File: src/design/waypoint_ramp_dwell_setpoint_macros.svh
// Assertion macros shared by the waypoint setpoint RTL.
// Depends on a clock named i_clk and an active-low reset named i_rst_n in scope.
`ifndef WAYPOINT_RAMP_DWELL_SETPOINT_MACROS_SVH
`define WAYPOINT_RAMP_DWELL_SETPOINT_MACROS_SVH

// Same-cycle implication, checked out of reset.
`define WRDSP_ASSERT_NOW(label, ante, cons, msg) \
    label: assert property (@(posedge i_clk) disable iff (!i_rst_n) (ante) |-> (cons)) \
        else $error(msg);

// Next-cycle implication, checked out of reset.
`define WRDSP_ASSERT_NEXT(label, ante, cons, msg) \
    label: assert property (@(posedge i_clk) disable iff (!i_rst_n) (ante) |=> (cons)) \
        else $error(msg);

`endif

File: src/design/wrdsp_pkg.sv
// Types and constants for the waypoint ramp/dwell setpoint generator.
// No dependencies; used by every module of the block.
`default_nettype none

package wrdsp_pkg;

    typedef struct packed {
        logic               cmd;
        logic signed [31:0] measured_pos;
        logic [15:0]        elapsed_us;
    } t_in_item;

    typedef struct packed {
        logic signed [31:0] setpoint_pos;
        logic [2:0]         segment_number;
        logic               ramping;
        logic               finished;
    } t_out_item;

    // Commands from the controller to the datapath
    typedef struct packed {
        logic load;
        logic step;
        logic mul;
        logic dinit;
        logic diter;
        logic fin;
        logic push;
    } t_dp_cmd;

    // Status from the datapath to the controller
    typedef struct packed {
        logic need_div;
        logic last_iter;
    } t_dp_stat;

    typedef enum logic [2:0] {
        S_IDLE,
        S_STEP,
        S_MUL,
        S_DINIT,
        S_DIV,
        S_FIN,
        S_PUSH
    } t_state;

    localparam logic       CMD_RESTART = 1'b0;
    localparam logic       CMD_TICK    = 1'b1;

    localparam logic [2:0] SEG_FIRST = 3'd1;
    localparam logic [2:0] SEG_LAST  = 3'd4;
    localparam logic [2:0] SEG_DONE  = 3'd5;

    localparam logic [2:0] REG_RAMP_TIME  = 3'd0;
    localparam logic [2:0] REG_DWELL_TIME = 3'd1;
    localparam logic [2:0] REG_OFFSET_1   = 3'd2;
    localparam logic [2:0] REG_OFFSET_2   = 3'd3;
    localparam logic [2:0] REG_OFFSET_3   = 3'd4;

    localparam logic [23:0] RAMP_TIME_RST  = 24'd500000;
    localparam logic [23:0] DWELL_TIME_RST = 24'd500000;
    localparam logic [31:0] OFFSET_1_RST   = 32'd16384;
    localparam logic [31:0] OFFSET_2_RST   = 32'd32768;
    localparam logic [31:0] OFFSET_3_RST   = 32'd65536;

    localparam int          DIV_STEPS      = 32;

endpackage

`default_nettype wire

File: src/design/wrdsp_dp.sv
// Datapath: configuration registers, sequence state, multiplier, serial divider
// and result register. Depends on wrdsp_pkg; driven by wrdsp_ctrl.
`default_nettype none

module wrdsp_dp (
    input  wire logic               i_clk,
    input  wire logic               i_rst_n,
    input  wire logic               i_cfg_we,
    input  wire logic [2:0]         i_cfg_index,
    input  wire logic [31:0]        i_cfg_data,
    input  wire wrdsp_pkg::t_in_item i_in,
    input  wire wrdsp_pkg::t_dp_cmd i_cmd,
    output wrdsp_pkg::t_dp_stat     o_stat,
    output wrdsp_pkg::t_out_item    o_out
);

    // configuration
    logic [23:0] r_ramp, r_dwell;
    logic [31:0] r_off1, r_off2, r_off3;

    // sequence state
    logic [31:0] r_origin;
    logic        r_latched;
    logic [2:0]  r_seg;
    logic [25:0] r_phase;
    logic [31:0] r_target;
    logic        r_ramping;

    // working registers
    wrdsp_pkg::t_in_item  r_item;
    wrdsp_pkg::t_out_item r_out;
    logic [31:0] r_start;
    logic        r_neg;
    logic [31:0] r_mag;
    logic [23:0] r_mph;
    logic [55:0] r_prod;
    logic [24:0] r_rem;
    logic [31:0] r_nlo;
    logic [4:0]  r_cnt;

    logic [31:0] eff_origin, wp_start, wp_next;
    logic [25:0] ph_sum;
    logic [24:0] ramp_dwell;
    logic        in_seq, in_ramp, in_dwell;
    logic [32:0] diff, diff_abs;
    logic [57:0] n_num;
    logic [25:0] div_t;
    logic [24:0] div_d;
    logic        div_ge;

    always_comb begin
        eff_origin = r_latched ? r_origin : 32'(r_item.measured_pos);
        case (r_seg)
            3'd1: begin
                wp_start = eff_origin;
                wp_next  = eff_origin + r_off1;
            end
            3'd2: begin
                wp_start = eff_origin + r_off1;
                wp_next  = eff_origin + r_off2;
            end
            3'd3: begin
                wp_start = eff_origin + r_off2;
                wp_next  = eff_origin + r_off3;
            end
            3'd4: begin
                wp_start = eff_origin + r_off3;
                wp_next  = eff_origin;
            end
            default: begin
                wp_start = eff_origin;
                wp_next  = eff_origin;
            end
        endcase
        ph_sum     = r_phase + {10'd0, r_item.elapsed_us};
        ramp_dwell = {1'b0, r_ramp} + {1'b0, r_dwell};
        in_seq     = r_seg inside {[wrdsp_pkg::SEG_FIRST:wrdsp_pkg::SEG_LAST]};
        in_ramp    = ph_sum < {2'b00, r_ramp};
        in_dwell   = ph_sum < {1'b0, ramp_dwell};
        diff       = {wp_next[31], wp_next} - {wp_start[31], wp_start};
        diff_abs   = diff[32] ? (33'd0 - diff) : diff;
        n_num      = {1'b0, r_prod, 1'b0} + {34'd0, r_ramp};
        div_d      = {r_ramp, 1'b0};
        div_t      = {r_rem, r_nlo[31]};
        div_ge     = div_t >= {1'b0, div_d};
    end

    assign o_stat.need_div  = (r_item.cmd == wrdsp_pkg::CMD_TICK) && in_seq && in_ramp;
    assign o_stat.last_iter = r_cnt == 5'(wrdsp_pkg::DIV_STEPS - 1);
    assign o_out            = r_out;

    // configuration registers
    always_ff @(posedge i_clk) begin
        if (!i_rst_n) begin
            r_ramp  <= wrdsp_pkg::RAMP_TIME_RST;
            r_dwell <= wrdsp_pkg::DWELL_TIME_RST;
            r_off1  <= wrdsp_pkg::OFFSET_1_RST;
            r_off2  <= wrdsp_pkg::OFFSET_2_RST;
            r_off3  <= wrdsp_pkg::OFFSET_3_RST;
        end else if (i_cfg_we) begin
            case (i_cfg_index)
                wrdsp_pkg::REG_RAMP_TIME:  r_ramp  <= i_cfg_data[23:0];
                wrdsp_pkg::REG_DWELL_TIME: r_dwell <= i_cfg_data[23:0];
                wrdsp_pkg::REG_OFFSET_1:   r_off1  <= i_cfg_data;
                wrdsp_pkg::REG_OFFSET_2:   r_off2  <= i_cfg_data;
                wrdsp_pkg::REG_OFFSET_3:   r_off3  <= i_cfg_data;
                default: ;
            endcase
        end
    end

    // sequence state
    always_ff @(posedge i_clk) begin
        if (!i_rst_n) begin
            r_origin  <= '0;
            r_latched <= 1'b0;
            r_seg     <= wrdsp_pkg::SEG_FIRST;
            r_phase   <= '0;
            r_target  <= '0;
            r_ramping <= 1'b0;
        end else if (i_cmd.step) begin
            r_ramping <= 1'b0;
            if (r_item.cmd == wrdsp_pkg::CMD_RESTART) begin
                r_latched <= 1'b0;
                r_seg     <= wrdsp_pkg::SEG_FIRST;
                r_phase   <= '0;
            end else begin
                if (!r_latched) begin
                    r_origin  <= eff_origin;
                    r_target  <= eff_origin;
                    r_latched <= 1'b1;
                end
                if (in_seq) begin
                    if (in_ramp) begin
                        r_phase   <= ph_sum;
                        r_ramping <= 1'b1;
                    end else if (in_dwell) begin
                        r_phase  <= ph_sum;
                        r_target <= wp_next;
                    end else begin
                        // drop any overshoot and move on
                        r_phase  <= '0;
                        r_target <= wp_next;
                        r_seg    <= r_seg + 3'd1;
                    end
                end
            end
        end else if (i_cmd.fin) begin
            r_target <= r_neg ? (r_start - r_nlo) : (r_start + r_nlo);
        end
    end

    // payload and arithmetic registers
    always_ff @(posedge i_clk) begin
        if (i_cmd.load) begin
            r_item <= i_in;
        end
        if (i_cmd.step) begin
            r_start <= wp_start;
            r_neg   <= diff[32];
            r_mag   <= diff_abs[31:0];
            r_mph   <= ph_sum[23:0];
        end
        if (i_cmd.mul) begin
            r_prod <= r_mag * r_mph;
        end
        if (i_cmd.dinit) begin
            r_rem <= n_num[56:32];
            r_nlo <= n_num[31:0];
            r_cnt <= '0;
        end else if (i_cmd.diter) begin
            r_rem <= div_ge ? 25'(div_t - {1'b0, div_d}) : div_t[24:0];
            r_nlo <= {r_nlo[30:0], div_ge};
            r_cnt <= r_cnt + 5'd1;
        end
        if (i_cmd.push) begin
            r_out.setpoint_pos   <= r_target;
            r_out.segment_number <= r_seg;
            r_out.ramping        <= r_ramping;
            r_out.finished       <= r_seg == wrdsp_pkg::SEG_DONE;
        end
    end

endmodule

`default_nettype wire

File: src/design/wrdsp_ctrl.sv
// Controller: state machine sequencing step, multiply, divide and result push.
// Depends on wrdsp_pkg and waypoint_ramp_dwell_setpoint_macros.svh.
`default_nettype none
`include "waypoint_ramp_dwell_setpoint_macros.svh"

module wrdsp_ctrl (
    input  wire logic                i_clk,
    input  wire logic                i_rst_n,
    input  wire logic                i_in_valid,
    output logic                     o_in_stall,
    output logic                     o_out_valid,
    input  wire logic                i_out_stall,
    input  wire wrdsp_pkg::t_dp_stat i_stat,
    output wrdsp_pkg::t_dp_cmd       o_cmd
);

    wrdsp_pkg::t_state r_state, n_state;
    logic              r_out_valid;
    logic              out_free;

    assign out_free    = !r_out_valid || !i_out_stall;
    assign o_out_valid = r_out_valid;
    assign o_in_stall  = r_state != wrdsp_pkg::S_IDLE;

    always_ff @(posedge i_clk) begin
        if (!i_rst_n) begin
            r_state <= wrdsp_pkg::S_IDLE;
        end else begin
            r_state <= n_state;
        end
    end

    always_ff @(posedge i_clk) begin
        if (!i_rst_n) begin
            r_out_valid <= 1'b0;
        end else if (o_cmd.push) begin
            r_out_valid <= 1'b1;
        end else if (!i_out_stall) begin
            r_out_valid <= 1'b0;
        end
    end

    always_comb begin
        n_state = r_state;
        o_cmd   = '0;
        case (r_state)
            wrdsp_pkg::S_IDLE: begin
                if (i_in_valid) begin
                    o_cmd.load = 1'b1;
                    n_state    = wrdsp_pkg::S_STEP;
                end
            end
            wrdsp_pkg::S_STEP: begin
                o_cmd.step = 1'b1;
                n_state    = i_stat.need_div ? wrdsp_pkg::S_MUL : wrdsp_pkg::S_PUSH;
            end
            wrdsp_pkg::S_MUL: begin
                o_cmd.mul = 1'b1;
                n_state   = wrdsp_pkg::S_DINIT;
            end
            wrdsp_pkg::S_DINIT: begin
                o_cmd.dinit = 1'b1;
                n_state     = wrdsp_pkg::S_DIV;
            end
            wrdsp_pkg::S_DIV: begin
                o_cmd.diter = 1'b1;
                if (i_stat.last_iter) begin
                    n_state = wrdsp_pkg::S_FIN;
                end
            end
            wrdsp_pkg::S_FIN: begin
                o_cmd.fin = 1'b1;
                n_state   = wrdsp_pkg::S_PUSH;
            end
            wrdsp_pkg::S_PUSH: begin
                if (out_free) begin
                    o_cmd.push = 1'b1;
                    n_state    = wrdsp_pkg::S_IDLE;
                end
            end
            default: begin
                n_state = wrdsp_pkg::S_IDLE;
            end
        endcase
    end

    `WRDSP_ASSERT_NOW(a_push_free, o_cmd.push, !r_out_valid || !i_out_stall, "push into a full result register")
    `WRDSP_ASSERT_NEXT(a_accept_steps, (r_state == wrdsp_pkg::S_IDLE) && i_in_valid, r_state == wrdsp_pkg::S_STEP, "accepted request did not step")
    `WRDSP_ASSERT_NEXT(a_div_ends, (r_state == wrdsp_pkg::S_DIV) && i_stat.last_iter, r_state == wrdsp_pkg::S_FIN, "divider did not finish")
    `WRDSP_ASSERT_NEXT(a_push_shows, o_cmd.push, r_out_valid && (r_state == wrdsp_pkg::S_IDLE), "pushed result not presented")

endmodule

`default_nettype wire

File: src/design/waypoint_ramp_dwell_setpoint.sv
// Top level of the waypoint ramp/dwell position setpoint generator.
// Depends on wrdsp_pkg, wrdsp_ctrl and wrdsp_dp.
//
//  channel | direction | handshake                | payload
//  --------+-----------+--------------------------+------------------------
//  in      | in        | i_in_valid / o_in_stall  | i_in  (t_in_item)
//  out     | out       | o_out_valid / i_out_stall| o_out (t_out_item)
//  cfg     | in        | i_cfg_we                 | i_cfg_index, i_cfg_data
//
// A request is taken only while the controller is idle. A tick that lands
// inside a ramp passes from acceptance to result through a step, a multiply,
// a divider load, the radix-2 restoring divider, forming the target and a
// push; any other request goes through step and push only. The controller
// returns to idle after the push, and only then takes the next request.
// Reset is synchronous and active low; it restores the register defaults and
// the sequence state (segment one, no origin held, target zero).
// A stalled result waits in the output register; the next request is still
// accepted and is held back only when its own result is ready to be pushed.
`default_nettype none

module waypoint_ramp_dwell_setpoint (
    input  wire logic                 i_clk,
    input  wire logic                 i_rst_n,
    // request channel
    input  wire logic                 i_in_valid,
    output logic                      o_in_stall,
    input  wire wrdsp_pkg::t_in_item  i_in,
    // result channel
    output logic                      o_out_valid,
    input  wire logic                 i_out_stall,
    output wrdsp_pkg::t_out_item      o_out,
    // configuration writes
    input  wire logic                 i_cfg_we,
    input  wire logic [2:0]           i_cfg_index,
    input  wire logic [31:0]          i_cfg_data
);

    wrdsp_pkg::t_dp_cmd  dp_cmd;
    wrdsp_pkg::t_dp_stat dp_stat;

    // sequence the work for each request
    wrdsp_ctrl u_ctrl (
        .i_clk       (i_clk),
        .i_rst_n     (i_rst_n),
        .i_in_valid  (i_in_valid),
        .o_in_stall  (o_in_stall),
        .o_out_valid (o_out_valid),
        .i_out_stall (i_out_stall),
        .i_stat      (dp_stat),
        .o_cmd       (dp_cmd)
    );

    // hold the registers, waypoints, phase and the interpolation arithmetic
    wrdsp_dp u_dp (
        .i_clk       (i_clk),
        .i_rst_n     (i_rst_n),
        .i_cfg_we    (i_cfg_we),
        .i_cfg_index (i_cfg_index),
        .i_cfg_data  (i_cfg_data),
        .i_in        (i_in),
        .i_cmd       (dp_cmd),
        .o_stat      (dp_stat),
        .o_out       (o_out)
    );

endmodule

`default_nettype wire
File: config.mk
export PLATFORM = sky130hd
export DESIGN_NAME = waypoint_ramp_dwell_setpoint
export DESIGN_NICKNAME = d
export VERILOG_FILES = /design/src/design/wrdsp_pkg.sv /design/src/design/wrdsp_dp.sv /design/src/design/wrdsp_ctrl.sv /design/src/design/waypoint_ramp_dwell_setpoint.sv
export VERILOG_INCLUDE_DIRS = /design/src /design/src/design
export SDC_FILE = /design/constraint.sdc
export NUM_CORES = 2
export LEC_CHECK = 0
export BUFFER_PORTS_ARGS = -buffer_cell sky130_fd_sc_hd__buf_2
export CAP_MARGIN = 15
export CORE_ASPECT_RATIO = 0.7
export CORE_UTILIZATION = 25
export CTS_CLUSTER_DIAMETER = 50
export DETAILED_ROUTE_END_ITERATION = 6
export GPL_TIMING_DRIVEN = 0
export SETUP_SLACK_MARGIN = 0.5
export SYNTH_ARGS = -nofsm -noshare
export SYNTH_HDL_FRONTEND = slang
export SYNTH_HIERARCHICAL = 1
export SYNTH_SLANG_ARGS = --single-unit
export TNS_END_PERCENT = 1
File: constraint.sdc
create_clock -name i_clk -period 9.75 [get_ports i_clk]
set_input_delay 0.975 -clock i_clk [delete_from_list [all_inputs] [get_ports i_clk]]
set_output_delay 0.975 -clock i_clk [all_outputs]
set_load 0.02 [all_outputs]
# After elaboration in Yosys (flattened, before gate mapping)

Index checks and enable logic that the tools add are counted.

$add $sub $neg: 13
Multiply operators: 1
$lt $le $gt $ge: 5
Eq/ne operators: 24
Mux-type cells: 44
Bitwise operators: 1
Reduce and logical (&&, ||, !) cells: 21

Operator list:

| kind                                                                  | count |
|---|---|
| 32-bit two-way mux                                                    | 11 |
| 32-bit case mux with 3 select lines                                   | 2 |
| 32-bit adder                                                          | 4 |
| 26-bit two-way mux                                                    | 4 |
| 25-bit two-way mux                                                    | 3 |
| 57-bit by 24-bit adder with 57-bit output                             | 1 |
| 32-bit by 24-bit multiplier with 56-bit output                        | 1 |
| 32-bit by 32-bit subtractor with 33-bit output                        | 1 |
| 1-bit by 32-bit subtractor with 32-bit output, first input constant   | 1 |
| 32-bit subtractor                                                     | 1 |
| 26-bit by 16-bit adder with 26-bit output                             | 1 |
| 26-bit by 25-bit greater-or-equal comparator with 1-bit output        | 1 |
| 26-bit by 24-bit < comparator with 1-bit output                       | 1 |
| 26-bit by 25-bit < comparator with 1-bit output                       | 1 |
| 24-bit by 24-bit adder with 25-bit output                             | 1 |
| 25-bit subtractor                                                     | 1 |
| 3-bit two-way mux                                                     | 8 |
| 3-bit case mux with 7 select lines                                    | 1 |
| 3-bit by 2-bit equality test with 1-bit output, second input constant | 6 |
| 3-bit equality test, second input constant                            | 6 |
| 1-bit two-way mux                                                     | 15 |
| 2-bit AND reduction                                                   | 7 |
| 2-bit inequality test, second input constant                          | 5 |
| 3-bit by 1-bit equality test with 1-bit output, second input constant | 3 |
| other kinds (15)                                                      | 23 |

Flip-flop bits (word level): 536
Input bits: 89
Output and inout port bits: 39
Logic and storage cells: 137

# Logic depth before layout (Yosys ltp)

Depth after elaboration: 7
Mapped depth: 32
Mapped depth without buffers: 30

# Hierarchy

Netlist, hierarchy kept.

By module, submodules not included:

| module     | times used | cells an instance | area each (um^2) | sequential area each (um^2) |
|---|---|---|---|---|
| wrdsp_dp   | 1          | 6760              | 59965.0          | 13533.0 |
| wrdsp_ctrl | 1          | 30                | 225.2            | 80.1 |

# Worst setup path before layout

Ideal clock, no wire load.

Path type: register to register
Start point: reg u_dp.r_mag[13]
End point: reg u_dp.r_prod[55] (data pin)
Library setup time: 260 ps
Data arrival time: 6947 ps
Data required time: 9490 ps
Path slack: 2543 ps
Stages on the path, launching flop included: 28
Buffers on the path: 1
Period minus slack after synthesis: 7207 ps
Cell sequence: edfxtp_1 clkbuf_1 nand2_1 fa_1 inv_1 fa_1 inv_1 fa_1 fa_1 fa_1 inv_1 fa_1 inv_1 fa_1 inv_1 ha_1 nand2_1 a21oi_1 nor2b_1 a31oi_1 a31oi_1 o31a_1 o31ai_1 a41o_1 a31oi_1 o31ai_1 a21oi_1 xnor2_1

Cells in the longest elaborated chain, start to end: 1

Ends and longest elaborated chain:

| what                                           | line            | source |
|---|---|---|
| from (decl)                                    | wrdsp_dp.sv:34  | `logic [31:0] r_mag;` |
| from (signal assigned)                         | wrdsp_dp.sv:161 | `r_mag <= diff_abs[31:0];` |
| 32-bit by 24-bit multiplier with 56-bit output | wrdsp_dp.sv:165 | `r_prod <= r_mag * r_mph;` |
| to (signal assigned)                           | wrdsp_dp.sv:165 |  |
| to (decl)                                      | wrdsp_dp.sv:36  | `logic [55:0] r_prod;` |

Every way passes these cells.
A chain may end at the register's enable or synchronous reset.

# Worst setup path after layout

Start point: reg u_dp.r_mag[23]
End point: reg u_dp.r_prod[55] (data pin)

Same word-level chain as after synthesis.

==> flow_metrics.py <==
metrics = {
    "finish": {
        "final_util": 0.2828,
        "stdcell_count": 10260,
        "fin_nets": 8251,
        "area_growth_pct": 12.35,
        "fillers": 25490,
        "drive_above_1_share": 0.06353,
    },
    "global_route": {
        "grt_max_degree": 58,
        "grt_pass1_wl_mm": 364.3,
        "grt_use_total": 0.2071,
        "grt_pass1_vias": 49960,
        "gr-total-overflow": 0,
        "antenna_found_initial": 38,
    },
    "timing": {
        "max_freq_ghz": 0.1095,
        "slew_viol_final": 0,
        "max_slew_margin": 0.1424,
        "final.setup_skew_ns": 0.03468,
        "tns_ns": 0,
        "rsz0062_at_grt": "yes",
        "layout_min_cycle_time_ns": 9.135,
        "worst-slew-pin-transition_ns": 1.286,
        "post-route-period-util": 0.9369,
        "hold_violations": 0,
        "finalSetupViolations": 0,
    },
    "floorplanning": {
        "num_io_pins": 128,
        "rows": 150,
        "start_util": 0.2517,
        "die_area_um2": 242800,
        "die_w_um": 588.5,
        "die_h_um": 412.5,
        "core_area_um2": 239100,
    },
    "cts": {
        "cts_tree": "done",
        "clk-insertion-delay-late_ns": 0.68,
        "clk_pin_slew_ns": 0.07,
        "cts-hold-fix-buffers": 0,
        "cts_buffers": 61,
        "htree_levels": 2,
        "max-clock-path-buffers": 3,
        "clockRootBuffer": "clkbuf_16",
        "cts_num_sinks": 536,
    },
    "logic_synthesis": {
        "syn_area_per_cell_um2": 8.865,
        "synth-compound-area-share": 0.1466,
        "yosysWarnings": 6,
        "async_flop_share": 0,
        "synthTopCellsByArea": "fa_1 22%, edfxtp_1 14%, ha_1 10%, dfxtp_1 8.2%, nand2_1 6.3%",
        "synth_area_leader_cell": "fa_1",
        "postSynthCellCount": 6790,
        "syn-cell-area_um2": 60190,
        "yosysUniqueCellTypes": 95,
        "synth_xor_area_frac": 0.05234,
        "synth_top_area_frac": 0.2218,
        "synth_top_family_by_area": "adder cells",
        "synthSimpleGateAreaFrac": 0.1709,
        "ys_seq_elements": 536,
        "ys_seq_area_frac": 0.2262,
        "ys.flop_type": "edfxtp_1",
        "synth_fa_ha_area_frac": 0.3218,
        "synth_edf_count": 288,
        "synth.area.mux_share": 0.008149,
        "synth.net_count": 8027,
    },
    "route": {
        "vias": 52220,
        "wl_per_cell_um": 24.99,
        "drtIter0Drc": 6415,
        "first_pass_iters": 7,
        "totalWireLength_mm": 256.5,
        "final_antenna_net_count": 0,
        "drc": 9,
        "avgViaCountPerCell": 5.088,
    },
    "setup_path": {
        "cp_max_fo": 10,
        "cp.required_ns": 10.17,
        "reg2reg_to": "u_dp/r_prod[55]",
        "path_class": "register to register",
        "crit_path_end": "u_dp/r_prod[55]",
        "cp.arrival_ns": 9.56,
        "ff2ff_setup_slack_ns": 0.61,
        "crit_start": "u_dp/r_mag[23]",
        "path_cells": "clkbuf_1, nand2_1, fa_1, inv_1, fa_1, inv_1, fa_1, fa_1, inv_1, fa_1, fa_1, inv_1, fa_1, inv_1, ha_1, and3_1, nand2_1, o31a_1, o31ai_2, a41o_1, a31oi_1, o31ai_1, a21oi_1, xnor2_1",
        "start_kind": "register",
        "path_common_cell": "fa_1",
        "cpMaxStageDelayCell": "edfxtp_1",
        "critPathMaxStageDelay_ns": 0.86,
        "end_kind": "register",
        "r2r-start": "u_dp/r_mag[23]",
        "reg2regPathDepth": 24,
    },
    "run": {
        "drv_cap": 0,
    },
    "placed_design": {
        "gp_congestion": 0.9986,
        "dp.cells": 10120,
        "hpwl_mm": 213.7,
        "port_buffers": 127,
    },
    "run_status": {
        "violations": "DRC",
        "outcome": "finished, violations left",
    },
    "min_path": {
        "min-delay-path-class": "register to register",
    },
}
## cell usage in the layout, fill, tap and decap left out, types with 142 or more instances in the layout
master,instances
ha_1,481
nand2_1,1016
o21ai_0,154
edfxtp_1,288
xnor2_1,216
buf_2,142
dfxtp_1,248
and2_1,418
fa_1,667
a21oi_1,513
nor2_1,238
clkbuf_1,216
a21o_1,181
inv_1,856
## per-stage QoR
step	hold slack, ns	cell area [um2]	setup slack (ns)
final	0.4543	67620	0.6150
after global routing	0.4369	67610	0.4325
after global placement	0.4403	64820	-0.09017
after detailed placement	0.4461	65020	0.05906
after floorplan	0.4076	60190	2.543
after CTS	0.4324	67200	0.3695
## flip-flops by register name, summed over array words and instances, names as in the netlist, 32 cells and up
register	cells
u_dp/r_mag	32
u_dp/r_prod	56
u_dp/r_target	32
u_dp/r_off3	32
u_dp/r_item	49
u_dp/r_origin	32
u_dp/r_off1	32
u_dp/r_nlo	32
u_dp/o_out	37
u_dp/r_start	32
u_dp/r_off2	32
## layout make-up
cell class	count	area, um2	area share
antenna	5	12.51	0.0001850
buffer	317	1341	0.01983
clock buffer	76	1708	0.02526
clock inverter	40	440.4	0.006513
inverter	859	3224	0.04768
multi-input combinational	5078	42180	0.6237
sequential	536	13610	0.2013
tap	3192	3994	0.05906
timing repair buffer	161	1110	0.01641
## routing by layer
metal,part of all wire,GRT usage
met5,0.000090,0
met2,0.38,0.2794
met3,0.12,0.05842
met4,0.016,0.03159
met1,0.48,0.3231
## timing repair
action	in CTS	in global routing
gates resized for setup	14	171
cloned	0	0
setup buffers	0	20
endpoints found under the setup margin	35	41
pin swaps	0	0
## Yosys cell counts, drive strengths merged (56+ instances only)
| cell | n |
|---|---|
| o21a | 58 |
| ha | 481 |
| a21o | 181 |
| and2 | 419 |
| o21ai | 187 |
| dfxtp | 248 |
| nor2b | 72 |
| inv | 858 |
| nor3 | 61 |
| xnor2 | 216 |
| nor2 | 240 |
| and3 | 56 |
| clkbuf | 285 |
| nand3 | 112 |
| nand2 | 1016 |
| xor2 | 142 |
| edfxtp | 288 |
| fa | 667 |
| a21oi | 519 |
## worst max-delay path: cells and delay by family (launching register included)
| kind | cells | cell delay [ns] |
|---|---|---|
| adders and majority gates | 8 | 3.96 |
| AOI/OAI and AO/OA | 6 | 2.14 |
| buffers and inverters | 6 | 1.02 |
| and+or+nand+nor | 3 | 0.73 |
| xor gates and xnor gates | 1 | 0.14 |
| DFF | 1 | 0.86 |
## cell families after synthesis
group,Yosys count
flip-flops,536
buffers and inverters,1176
AND/OR/NAND/NOR,2159
adder cells (fa/ha/maj),1148
multiplexers,46
XOR/XNOR,358
AO/OA/AOI/OAI,1367
## how the worst min path moves through the flow
stage	startpoint	cells past startpoint	slack, ns	end
4_1_cts	i_in[16]	1	0.43	u_dp/r_item[16]
6_report	u_dp/r_phase[7]	2	0.45	u_dp/r_phase[7]
5_1_grt	i_in[27]	1	0.44	u_dp/r_item[27]
3_5_place_dp	u_dp/r_phase[7]	2	0.45	u_dp/r_phase[7]
2_1_floorplan	u_dp/r_ramping	0	0.41	u_dp/o_out[1]
3_3_place_gp	u_dp/r_origin[11]	2	0.44	u_dp/r_origin[11]
Power is left out: the tool's default activity adds up to more than one toggle a clock period on the data nets, which glitch-free logic cannot reach.
